[src/rtl/core/mlbpg_pkg.sv]
// shared types and constants of the multi-channel led blink generator
// no dependencies
package mlbpg_pkg;

    localparam int NUM_CHANNELS_DEF = 3;
    localparam int MAX_CHANNELS     = 4;
    localparam int REPORT_CHANNELS  = 3;
    localparam int IDX_W            = 2;
    localparam int TIME_W           = 16;
    localparam int REQ_W            = 3;

    localparam logic [REQ_W-1:0] REQ_TICK      = 3'd0;
    localparam logic [REQ_W-1:0] REQ_START     = 3'd1;
    localparam logic [REQ_W-1:0] REQ_FORCE_ON  = 3'd2;
    localparam logic [REQ_W-1:0] REQ_FORCE_OFF = 3'd3;
    localparam logic [REQ_W-1:0] REQ_TOGGLE    = 3'd4;

    typedef struct packed {
        logic [REQ_W-1:0]  req_type;
        logic [IDX_W-1:0]  led_index;
        logic [TIME_W-1:0] on_time;
        logic [TIME_W-1:0] off_time;
        logic [TIME_W-1:0] repeat_count;
    } req_t;

    typedef struct packed {
        logic                       accepted;
        logic [REPORT_CHANNELS-1:0] busy_flags;
        logic [REPORT_CHANNELS-1:0] pin_levels;
    } rsp_t;

    // per-channel command strobes, asserted only in the cycle the word is processed
    typedef struct packed {
        logic tick;
        logic start;
        logic force_on;
        logic force_off;
        logic toggle;
    } chan_cmd_t;

endpackage

[src/rtl/core/mlbpg_channel.sv]
// one blink channel: period counters, repeat count and pin level
// depends on mlbpg_pkg
module mlbpg_channel
    import mlbpg_pkg::*;
(
    input  logic              clk,
    input  logic              rst_n,
    input  chan_cmd_t         cmd,
    input  logic [TIME_W-1:0] on_time,
    input  logic [TIME_W-1:0] off_time,
    input  logic [TIME_W-1:0] repeat_count,
    output logic              busy,
    output logic              busy_next,
    output logic              pin_next
);

    logic [TIME_W-1:0] rep_reg, rep_next;
    logic [TIME_W-1:0] on_rld_reg, on_rld_next;
    logic [TIME_W-1:0] off_rld_reg, off_rld_next;
    logic [TIME_W-1:0] on_rem_reg, on_rem_next;
    logic [TIME_W-1:0] off_rem_reg, off_rem_next;
    logic              pin_reg, pin_next_int;
    logic              load_ok;

    assign busy    = (rep_reg != '0);
    assign load_ok = (on_time != '0) && (off_time != '0) && (repeat_count != '0);

    always_comb
    begin
        rep_next     = rep_reg;
        on_rld_next  = on_rld_reg;
        off_rld_next = off_rld_reg;
        on_rem_next  = on_rem_reg;
        off_rem_next = off_rem_reg;
        pin_next_int = pin_reg;
        if (cmd.tick)
        begin
            if (busy)
            begin
                if (on_rem_reg != '0)
                begin
                    on_rem_next  = on_rem_reg - 1'b1;
                    pin_next_int = 1'b0;
                end
                else if (off_rem_reg != '0)
                begin
                    off_rem_next = off_rem_reg - 1'b1;
                    pin_next_int = 1'b1;
                end
                else
                begin
                    // end of period: spend this tick on the reload
                    rep_next     = rep_reg - 1'b1;
                    on_rem_next  = on_rld_reg;
                    off_rem_next = off_rld_reg;
                end
            end
        end
        else if (cmd.start)
        begin
            if (!busy && load_ok)
            begin
                rep_next     = repeat_count;
                on_rld_next  = on_time;
                on_rem_next  = on_time;
                off_rld_next = off_time;
                off_rem_next = off_time;
                pin_next_int = 1'b0;
            end
        end
        else if (cmd.force_on)
        begin
            pin_next_int = 1'b0;
        end
        else if (cmd.force_off)
        begin
            pin_next_int = 1'b1;
        end
        else if (cmd.toggle)
        begin
            pin_next_int = ~pin_reg;
        end
    end

    always_ff @(posedge clk or negedge rst_n)
    begin
        if (!rst_n)
        begin
            rep_reg     <= '0;
            on_rld_reg  <= '0;
            off_rld_reg <= '0;
            on_rem_reg  <= '0;
            off_rem_reg <= '0;
            pin_reg     <= 1'b1;
        end
        else
        begin
            rep_reg     <= rep_next;
            on_rld_reg  <= on_rld_next;
            off_rld_reg <= off_rld_next;
            on_rem_reg  <= on_rem_next;
            off_rem_reg <= off_rem_next;
            pin_reg     <= pin_next_int;
        end
    end

    assign busy_next = (rep_next != '0);
    assign pin_next  = pin_next_int;

endmodule

[src/rtl/core/multi_led_blink_pattern_generator.sv]
// Multi-channel LED blink generator, top level.
// Depends on mlbpg_pkg and mlbpg_channel.
//
// Input channel req/req_valid/req_ready carries one request word: tick, start
// blink, force on, force off or toggle, with channel index and blink times.
// Output channel rsp/rsp_valid/rsp_ready returns exactly one word per request:
// the start accept flag and the busy and pin levels of channels 0 to 2 after
// the request took effect (pins are active low, 0 means lit).
// A request is registered in the input register on acceptance and processed from
// there into the result register, which holds its result word.
// Throughput: one request per cycle; all channels update in parallel from the
// input register into the result register, so req_ready stays high while the
// result register is empty or being drained.
// When the receiver stalls, the result word is held and one more request is
// buffered in the input register; after that req_ready drops.
// Reset clears all counters, marks every channel idle and drives all pins dark.
module multi_led_blink_pattern_generator
    import mlbpg_pkg::*;
#(
    parameter int NUM_CHANNELS = NUM_CHANNELS_DEF
)
(
    input  logic clk,
    input  logic rst_n,
    input  logic req_valid,
    output logic req_ready,
    input  req_t req,
    output logic rsp_valid,
    input  logic rsp_ready,
    output rsp_t rsp
);

    logic        s1_valid_reg, s1_valid_next;
    req_t        s1_req_reg;
    logic        rsp_valid_reg, rsp_valid_next;
    rsp_t        rsp_reg;
    rsp_t        rsp_next;
    logic        out_free;
    logic        advance;
    logic        is_tick, is_start, is_fon, is_foff, is_tgl;

    logic [NUM_CHANNELS-1:0] busy_now;
    logic [NUM_CHANNELS-1:0] busy_nxt;
    logic [NUM_CHANNELS-1:0] pin_nxt;
    logic [NUM_CHANNELS-1:0] start_ok;

    assign out_free  = !rsp_valid_reg || rsp_ready;
    assign advance   = s1_valid_reg && out_free;
    assign req_ready = !s1_valid_reg || out_free;

    always_comb
    begin
        is_tick  = 1'b0;
        is_start = 1'b0;
        is_fon   = 1'b0;
        is_foff  = 1'b0;
        is_tgl   = 1'b0;
        case (s1_req_reg.req_type)
            REQ_TICK:      is_tick  = advance;
            REQ_START:     is_start = advance;
            REQ_FORCE_ON:  is_fon   = advance;
            REQ_FORCE_OFF: is_foff  = advance;
            REQ_TOGGLE:    is_tgl   = advance;
            default:       is_tick  = 1'b0;
        endcase
    end

    genvar c;
    generate
        for (c = 0; c < NUM_CHANNELS; c++)
        begin : g_chan
            chan_cmd_t cmd;
            logic      hit;

            assign hit           = (s1_req_reg.led_index == IDX_W'(c));
            assign cmd.tick      = is_tick;
            assign cmd.start     = is_start && hit;
            assign cmd.force_on  = is_fon && hit;
            assign cmd.force_off = is_foff && hit;
            assign cmd.toggle    = is_tgl && hit;
            assign start_ok[c]   = cmd.start && !busy_now[c];

            mlbpg_channel u_chan (
                .clk          (clk),
                .rst_n        (rst_n),
                .cmd          (cmd),
                .on_time      (s1_req_reg.on_time),
                .off_time     (s1_req_reg.off_time),
                .repeat_count (s1_req_reg.repeat_count),
                .busy         (busy_now[c]),
                .busy_next    (busy_nxt[c]),
                .pin_next     (pin_nxt[c])
            );
        end

        // channels past the report width are not shown; missing ones read as zero
        for (c = 0; c < REPORT_CHANNELS; c++)
        begin : g_report
            if (c < NUM_CHANNELS)
            begin : g_have
                assign rsp_next.busy_flags[c] = busy_nxt[c];
                assign rsp_next.pin_levels[c] = pin_nxt[c];
            end
            else
            begin : g_none
                assign rsp_next.busy_flags[c] = 1'b0;
                assign rsp_next.pin_levels[c] = 1'b0;
            end
        end
    endgenerate

    // an out-of-range index matches no channel, so it is never accepted
    assign rsp_next.accepted = |start_ok;

    assign s1_valid_next  = req_ready ? req_valid : s1_valid_reg;
    assign rsp_valid_next = out_free ? s1_valid_reg : rsp_valid_reg;

    always_ff @(posedge clk or negedge rst_n)
    begin
        if (!rst_n)
        begin
            s1_valid_reg  <= 1'b0;
            rsp_valid_reg <= 1'b0;
        end
        else
        begin
            s1_valid_reg  <= s1_valid_next;
            rsp_valid_reg <= rsp_valid_next;
        end
    end

    always_ff @(posedge clk)
    begin
        if (req_valid && req_ready)
        begin
            s1_req_reg <= req;
        end
        if (advance)
        begin
            rsp_reg <= rsp_next;
        end
    end

    assign rsp_valid = rsp_valid_reg;
    assign rsp       = rsp_reg;

endmodule

[config.mk]
export PLATFORM = sky130hd
export DESIGN_NAME = multi_led_blink_pattern_generator
export DESIGN_NICKNAME = d
export VERILOG_FILES = /design/src/rtl/core/mlbpg_pkg.sv /design/src/rtl/core/mlbpg_channel.sv /design/src/rtl/core/multi_led_blink_pattern_generator.sv
export SDC_FILE = /design/constraint.sdc
export NUM_CORES = 1
export LEC_CHECK = 0
export BUFFER_PORTS_ARGS = -buffer_cell sky130_fd_sc_hd__buf_2
export CAP_MARGIN = 10
export CORE_AREA = 2 2 176 178
export CTS_CLUSTER_SIZE = 16
export DETAILED_ROUTE_END_ITERATION = 8
export DIE_AREA = 0 0 178 180
export GPL_TIMING_DRIVEN = 0
export MAX_ROUTING_LAYER = met4
export PLACE_DENSITY = 0.78
export SLEW_MARGIN = 20
export SYNTH_ARGS = -nofsm -noshare
export SYNTH_HDL_FRONTEND = slang
export SYNTH_HIERARCHICAL = 1
export SYNTH_SLANG_ARGS = --single-unit
export TNS_END_PERCENT = 10
[constraint.sdc]
create_clock -name clk -period 4.6 [get_ports clk]
set_clock_uncertainty 0.05 [all_clocks]
set_input_delay 0.69 -clock clk [delete_from_list [all_inputs] [get_ports clk]]
set_output_delay 0.69 -clock clk [all_outputs]
set_load 0.05 [all_outputs]
After elaboration in Yosys (flattened, before gate mapping)
Index checks and enable logic that the tools add are counted.
{"block": "totals", "output_inout_bits": 9, "regBits": 305, "word_cells": 204, "input_bits": 57}
{"block": "classes", "reduce_logical": 62, "n_addsub": 9, "bitwise_logic": 4, "eq_ne": 15, "mux": 86}
{"op": "$mux 16", "n": 54}
{"op": "$reduce_bool 16->1", "n": 15}
{"op": "$sub 16x1->16 const B", "n": 9}
{"op": "$mux 1", "n": 32}
{"op": "$reduce_and 4->1", "n": 6}
{"op": "$logic_and 1x1->1", "n": 22}
{"op": "$reduce_bool 2->1", "n": 6}
{"op": "$ne 3x2->1 const B", "n": 3}
{"op": "$reduce_and 3->1", "n": 3}
{"op": "$eq 3x2->1 const B", "n": 2}
{"op": "$ne 2x1->1 const B", "n": 3}
{"op": "$ne 2x2->1 const B", "n": 3}
{"op": "$logic_not 1->1", "n": 5}
{"op": "$not 1->1", "n": 4}
{"op": "$eq 3x1->1 const B", "n": 1}
{"op": "$eq 3x3->1 const B", "n": 1}
{"op": "$logic_not 3->1", "n": 1}
{"op": "$reduce_or 3->1", "n": 1}
{"op": "$eq 2x1->1 const B", "n": 1}
{"op": "$eq 2x2->1 const B", "n": 1}
{"op": "$logic_not 2->1", "n": 1}
{"op": "$logic_or 1x1->1", "n": 2}

Logic depth before layout (Yosys ltp)
{"block": "logic_depth", "ltp_word": 10, "ltp_mapped": 13, "mapped_depth_nobuf": 11}

Hierarchy
The synthesis kept the hierarchy.
{"module": "mlbpg_channel (g_chan[2].u_chan)", "area_each_um2": 4802.1, "seq_area_each_um2": 2028.2, "instances": 1, "cells_each": 526}
{"module": "mlbpg_channel (g_chan[0].u_chan)", "area_each_um2": 4787.1, "seq_area_each_um2": 2028.2, "instances": 1, "cells_each": 588}
{"module": "mlbpg_channel (g_chan[1].u_chan)", "area_each_um2": 4697.0, "seq_area_each_um2": 2028.2, "instances": 1, "cells_each": 588}
{"module": "multi_led_blink_pattern_generator", "area_each_um2": 2031.9, "seq_area_each_um2": 1851.8, "instances": 1, "cells_each": 93}

Least setup slack after synthesis
OpenSTA, ideal clock, no wires.
{"block": "synth_timing", "path_kind": "input port to flip-flop", "from": "in rsp_ready", "to": "reg rsp_reg (netlist bit rsp[4]), data pin", "setup_ns": 0.272, "t_arrival_ns": 3.877, "setup_slack_ns": 0.401, "required_time_ns": 4.278, "cell_stages": 12, "n_path_buf": 2, "cell_sequence": "nand2b_1 -> nand3_1 -> nor2_1 -> clkbuf_1 -> nand4_1 -> or4_1 -> buf_2 -> o21a_1 -> a211o_1 -> or4_1 -> or4_1 -> or4_1"}
{"item": "start: declaration", "line_no": "multi_led_blink_pattern_generator.sv:29", "source": "input logic rsp_ready,"}
{"item": "end signal: assignment", "line_no": "multi_led_blink_pattern_generator.sv:140", "source": "rsp_reg <= rsp_next;"}
{"item": "end: declaration", "line_no": "multi_led_blink_pattern_generator.sv:36", "source": "rsp_t rsp_reg;"}

Final worst setup path
{"block": "layout_timing", "from": "reg g_chan[1].u_chan.off_rem_reg[0]", "to": "reg rsp_reg (netlist bit rsp[4]), data pin"}
{"block": "layout_via", "elab_chain_cells": 6}
{"item": "start: declaration", "line_no": "mlbpg_channel.sv:21", "source": "logic [TIME_W-1:0] off_rem_reg, off_rem_next;"}
{"item": "start signal: assignment", "line_no": "mlbpg_channel.sv:102", "source": "off_rem_reg <= off_rem_next;"}
{"item": "$reduce_bool 16->1", "line_no": "mlbpg_channel.sv:45", "source": "else if (off_rem_reg != '0)"}
{"item": "$mux 16", "line_no": "mlbpg_channel.sv:45"}
{"item": "$mux 16", "line_no": "mlbpg_channel.sv:40", "source": "if (on_rem_reg != '0)"}
{"item": "$mux 16", "line_no": "mlbpg_channel.sv:38", "source": "if (busy)"}
{"item": "$mux 16", "line_no": "mlbpg_channel.sv:36", "source": "if (cmd.tick)"}
{"item": "via g_chan[1].u_chan.rep_next[14]", "line_no": "mlbpg_channel.sv:17", "source": "logic [TIME_W-1:0] rep_reg, rep_next;"}
{"item": "$reduce_bool 16->1", "line_no": "mlbpg_channel.sv:107", "source": "assign busy_next = (rep_next != '0);"}
{"item": "via busy_nxt[1]", "line_no": "multi_led_blink_pattern_generator.sv:43", "source": "logic [NUM_CHANNELS-1:0] busy_nxt;"}
The timed path passes the listed nets, and every way through them passes these cells.
A chain may end at the register's enable or synchronous reset.

==> impl_metrics.json <==
{
  "hpwlAfterDp_mm": 35.15,
  "cts_inserted_buffers": 34,
  "largest_register_ffs": 53,
  "max_freq_ghz": 0.2242,
  "placement.io_buffers": 65,
  "result_of_the_run": "complete, no violations",
  "cts_tree": "yes",
  "crit_path_start_kind": "flop",
  "area_delta_synth_final_pct": 12.51,
  "fp.coreArea_sq_mm": 0.03019,
  "worst-slew-pin-transition_ns": 1.024,
  "clock_tree.htree_level_count": 2,
  "cp_data_required_time_ns": 4.80,
  "worstPathCellList": "inv_1 -> ha_1 -> or3b_4 -> nand4bb_1 -> buf_2 -> or4_1 -> buf_2 -> o31a_1 -> a211o_1 -> or4_1 -> or4_1 -> or4_1",
  "cellInternalPower_mw": 4.885,
  "dieWidth_microns": 178,
  "timing.setup.critical_path_class": "flop to flop",
  "ctsRootBufferMaster": "sky130_fd_sc_hd__clkbuf_16",
  "gp_congestion": 0.9597,
  "p_switching_mw": 1.848,
  "drt_drc_violations_left": 0,
  "yosys_most_used_dff": "sky130_fd_sc_hd__dfrtp_1",
  "synth-edff-count": 60,
  "rsz0062_at_grt": "false",
  "first_pass_grt_wire_length_mm": 81.88,
  "grt_use_total_pct": 33.93,
  "pwr-share-clk_pct": 41.1,
  "nNetsFinal": 1967,
  "crit_fanout": 8,
  "number_of_flip_flops_and_latches_in_the_synthesized_netlist": 305,
  "power.sequential.fraction_pct": 48.6,
  "swShare_pct": 27.45,
  "largest_net_degree_at_the_start_of_global_routing": 98,
  "crit_family": "simple AND/OR/NAND/NOR gates",
  "netlist.area_leader.share_pct": 37.11,
  "report.final.setup_viol": 0,
  "utilization_pct": 60.81,
  "syn_inst": 1795,
  "synth_nets": 1864,
  "arrival_time_worst_endpoint_ns": 4.66,
  "cts.clk_slew.worst_paths_ns": 0.06,
  "power_density_mw_per_mm2": 366.8,
  "slew-limit-headroom_pct": 31.09,
  "antennaDiodeCount": 0,
  "dr.pass1.iters": 5,
  "setup.worst_path.end_class": "flop",
  "reg2regPathDepth": 12,
  "timing.setup.tns_ns": 0,
  "final.fill_count": 2585,
  "timing_hold_violations_final": 0,
  "i_o_pin_count": 66,
  "cap_violations": 0,
  "cts_hold_buffers": 0,
  "average_routed_wire_per_standard_cell_microns": 22.67,
  "die_height_microns": 180,
  "post-route-min-period_ns": 4.459,
  "total_number_of_vias": 15200,
  "synthDistinctLibCells": 89,
  "comb_power_share_pct": 10.4,
  "dieArea_sq_mm": 0.03204,
  "first_global_vias": 14710,
  "syn_area_per_cell_sq_um": 9.091,
  "antenna_left": 0,
  "wirelength_mm": 52.58,
  "origin_of_the_critical_flop_to_flop_path": "g_chan[1].u_chan/off_rem_reg[0]$_DFFE_PN0P_",
  "power.ir.vdd_worst_mv": 0.3371,
  "syn-cell-area_sq_mm": 0.01632,
  "cp_slowest_stage_delay_ns": 0.51,
  "synth-seq-area-share_pct": 48.64,
  "insertion_delay_ns": 0.51,
  "grt_antenna_before_repair": 0,
  "synth.area.top_cells": "sky130_fd_sc_hd__dfrtp_1 37%, sky130_fd_sc_hd__edfxtp_1 11%, sky130_fd_sc_hd__nand2_1 7.5%",
  "crit_buf_inv": 3,
  "r2r_endpoint": "rsp[4]$_DFFE_PP_",
  "vias_per_cell": 6.555,
  "layout_worst_path_cycle_share_pct": 96.94,
  "leakagePower_nw": 7.904,
  "asyncSetResetFlopFracSynth_pct": 80.33,
  "number_of_sinks_on_the_clock_net": 305,
  "worst_path_max_delay_cell": "sky130_fd_sc_hd__or4_1",
  "clk_path_buf_depth": 3,
  "regToRegSetupSlack_ns": 0.14,
  "drt-initial-drc-count": 1642,
  "floorplan.initialDensity_pct": 54.05,
  "drive_above_1_share_pct": 11.34,
  "placement_rows": 64,
  "synth-warning-count": 6,
  "grt_remaining_overflow": 0,
  "worstHoldPathType": "input port to asynchronous set/reset pin",
  "yosys.area.top_type": "sky130_fd_sc_hd__dfrtp_1",
  "timing_max_transition_violations_final": 0,
  "cpMostUsedCell": "sky130_fd_sc_hd__or4_1"
}
[synthesized netlist by cell type (24+ instances only)]
cell type and n:
sky130_fd_sc_hd__nor4_1 72, sky130_fd_sc_hd__clkbuf_1 66, sky130_fd_sc_hd__o21ai_1 27, sky130_fd_sc_hd__nand2_1 324, sky130_fd_sc_hd__a21oi_1 132, sky130_fd_sc_hd__nand4_1 24
sky130_fd_sc_hd__o21ai_0 102, sky130_fd_sc_hd__dfrtp_1 242, sky130_fd_sc_hd__xor2_1 28, sky130_fd_sc_hd__o211ai_1 40, sky130_fd_sc_hd__edfxtp_1 60, sky130_fd_sc_hd__nor2_1 167
sky130_fd_sc_hd__mux2_2 33, sky130_fd_sc_hd__nor3_1 70, sky130_fd_sc_hd__inv_1 45
[timing repair]
item                                    CTS  global route
endpoints found under the setup margin    1             1
buffers inserted                          0             1
pin swaps                                 0             0
resized for setup                         1             3
[layer usage]
metal | global-route usage (%) | up-vias | wire length [microns]
met3 | 6.557 | 202 | 5684
li1 | - | 6745 | -
met4 | 17.38 | 0 | 2863
met1 | 45.83 | 7413 | 21020
met2 | 48.57 | 841 | 23010
met5 | - | - | 0
[through the flow]
| step | worst slack (ns) | area, sq um | instances | power, mW | hold slack [ns] |
|---|---|---|---|---|---|
| floorplan | 0.4013 | 16320 | 1795 | 3.647 | 0.3444 |
| global placement | -1.755 | 17140 | 2256 | 3.944 | 0.3965 |
| detailed placement | -0.5388 | 17210 | 2258 | 3.978 | 0.4003 |
| CTS | 0.008826 | 18340 | 2319 | 6.733 | 0.08777 |
| global route | 0.009791 | 18360 | 2319 | 6.966 | 0.1156 |
| finish | 0.1406 | 18360 | 2319 | 6.733 | 0.07854 |
[power groups by stage]
| stage | sequential, mW | combinational, mW | clock (mW) |
|---|---|---|---|
| after floorplan | 3.18 | 0.462 | 0 |
| after global placement | 3.29 | 0.658 | 0 |
| after detailed placement | 3.29 | 0.688 | 0 |
| after CTS | 3.25 | 0.692 | 2.79 |
| after global routing | 3.28 | 0.778 | 2.91 |
| final | 3.27 | 0.698 | 2.77 |
[layout make-up]
class / count / area, sq um / share of cell area [%]
flip-flops and latches: 305 / 7936 / 43.23
multi-input cells: 1355 / 7854 / 42.78
clock buffers: 50 / 982.2 / 5.350
well taps: 396 / 495.5 / 2.699
repair buffers: 68 / 397.9 / 2.167
plain buffers: 89 / 379.1 / 2.065
inverters: 45 / 168.9 / 0.9201
clock inverters: 11 / 145.1 / 0.7906
[worst max path at each step]
stage	from	to	slack, ns	depth (start not counted)
after floorplan	rsp_ready	rsp[4]$_DFFE_PP_	0.40	12
after global placement	rst_n	g_chan[2].u_chan/off_rem_reg[10]$_DFFE_PN0P_	-1.76	1
after detailed placement	rsp_ready	rsp[4]$_DFFE_PP_	-0.54	13
after CTS	g_chan[1].u_chan/off_rem_reg[0]$_DFFE_PN0P_	rsp[4]$_DFFE_PP_	0.009	13
after global routing	s1_req_reg[51]$_DFFE_PP_	rsp[4]$_DFFE_PP_	0.01	12
final	g_chan[1].u_chan/off_rem_reg[0]$_DFFE_PN0P_	rsp[4]$_DFFE_PP_	0.14	12
[cell usage in the layout (no fill, tap or decap), drive strengths merged, types with 5 or more instances in the layout]
master and n:
nand2 324, dfrtp 242, nor2 168, a21oi 132, o21ai 129, clkbuf 116
buf 91, nor4 87, nor3 73, edfxtp 60, inv 47, o211ai 42
mux2 34, xor2 28, nand4 25, or4 24, or3 22, xnor2 21
nand3 17, mux2i 17, a31oi 16, nand2b 13, ha 12, and4 10
o31ai 10, a22o 10, a211o 10, a211oi 9, a221oi 8, a21o 7
o22ai 7, nand3b 7, or2 7, nand4b 6, o2bb2ai 6, nor4b 5
and3 5, nor3b 5, o21a 5
[kinds of logic after synthesis]
family / Yosys count / synth area share, %
xor gates and xnor gates: 49 / 2.630
and+or+nand+nor: 819 / 25.04
DFF: 305 / 48.64
muxes: 51 / 3.412
buffers and inverters: 135 / 3.381
adders and majority gates: 12 / 0.9201
AOI/OAI and AO/OA: 424 / 15.98
Power figures use the tool's default switching activity.
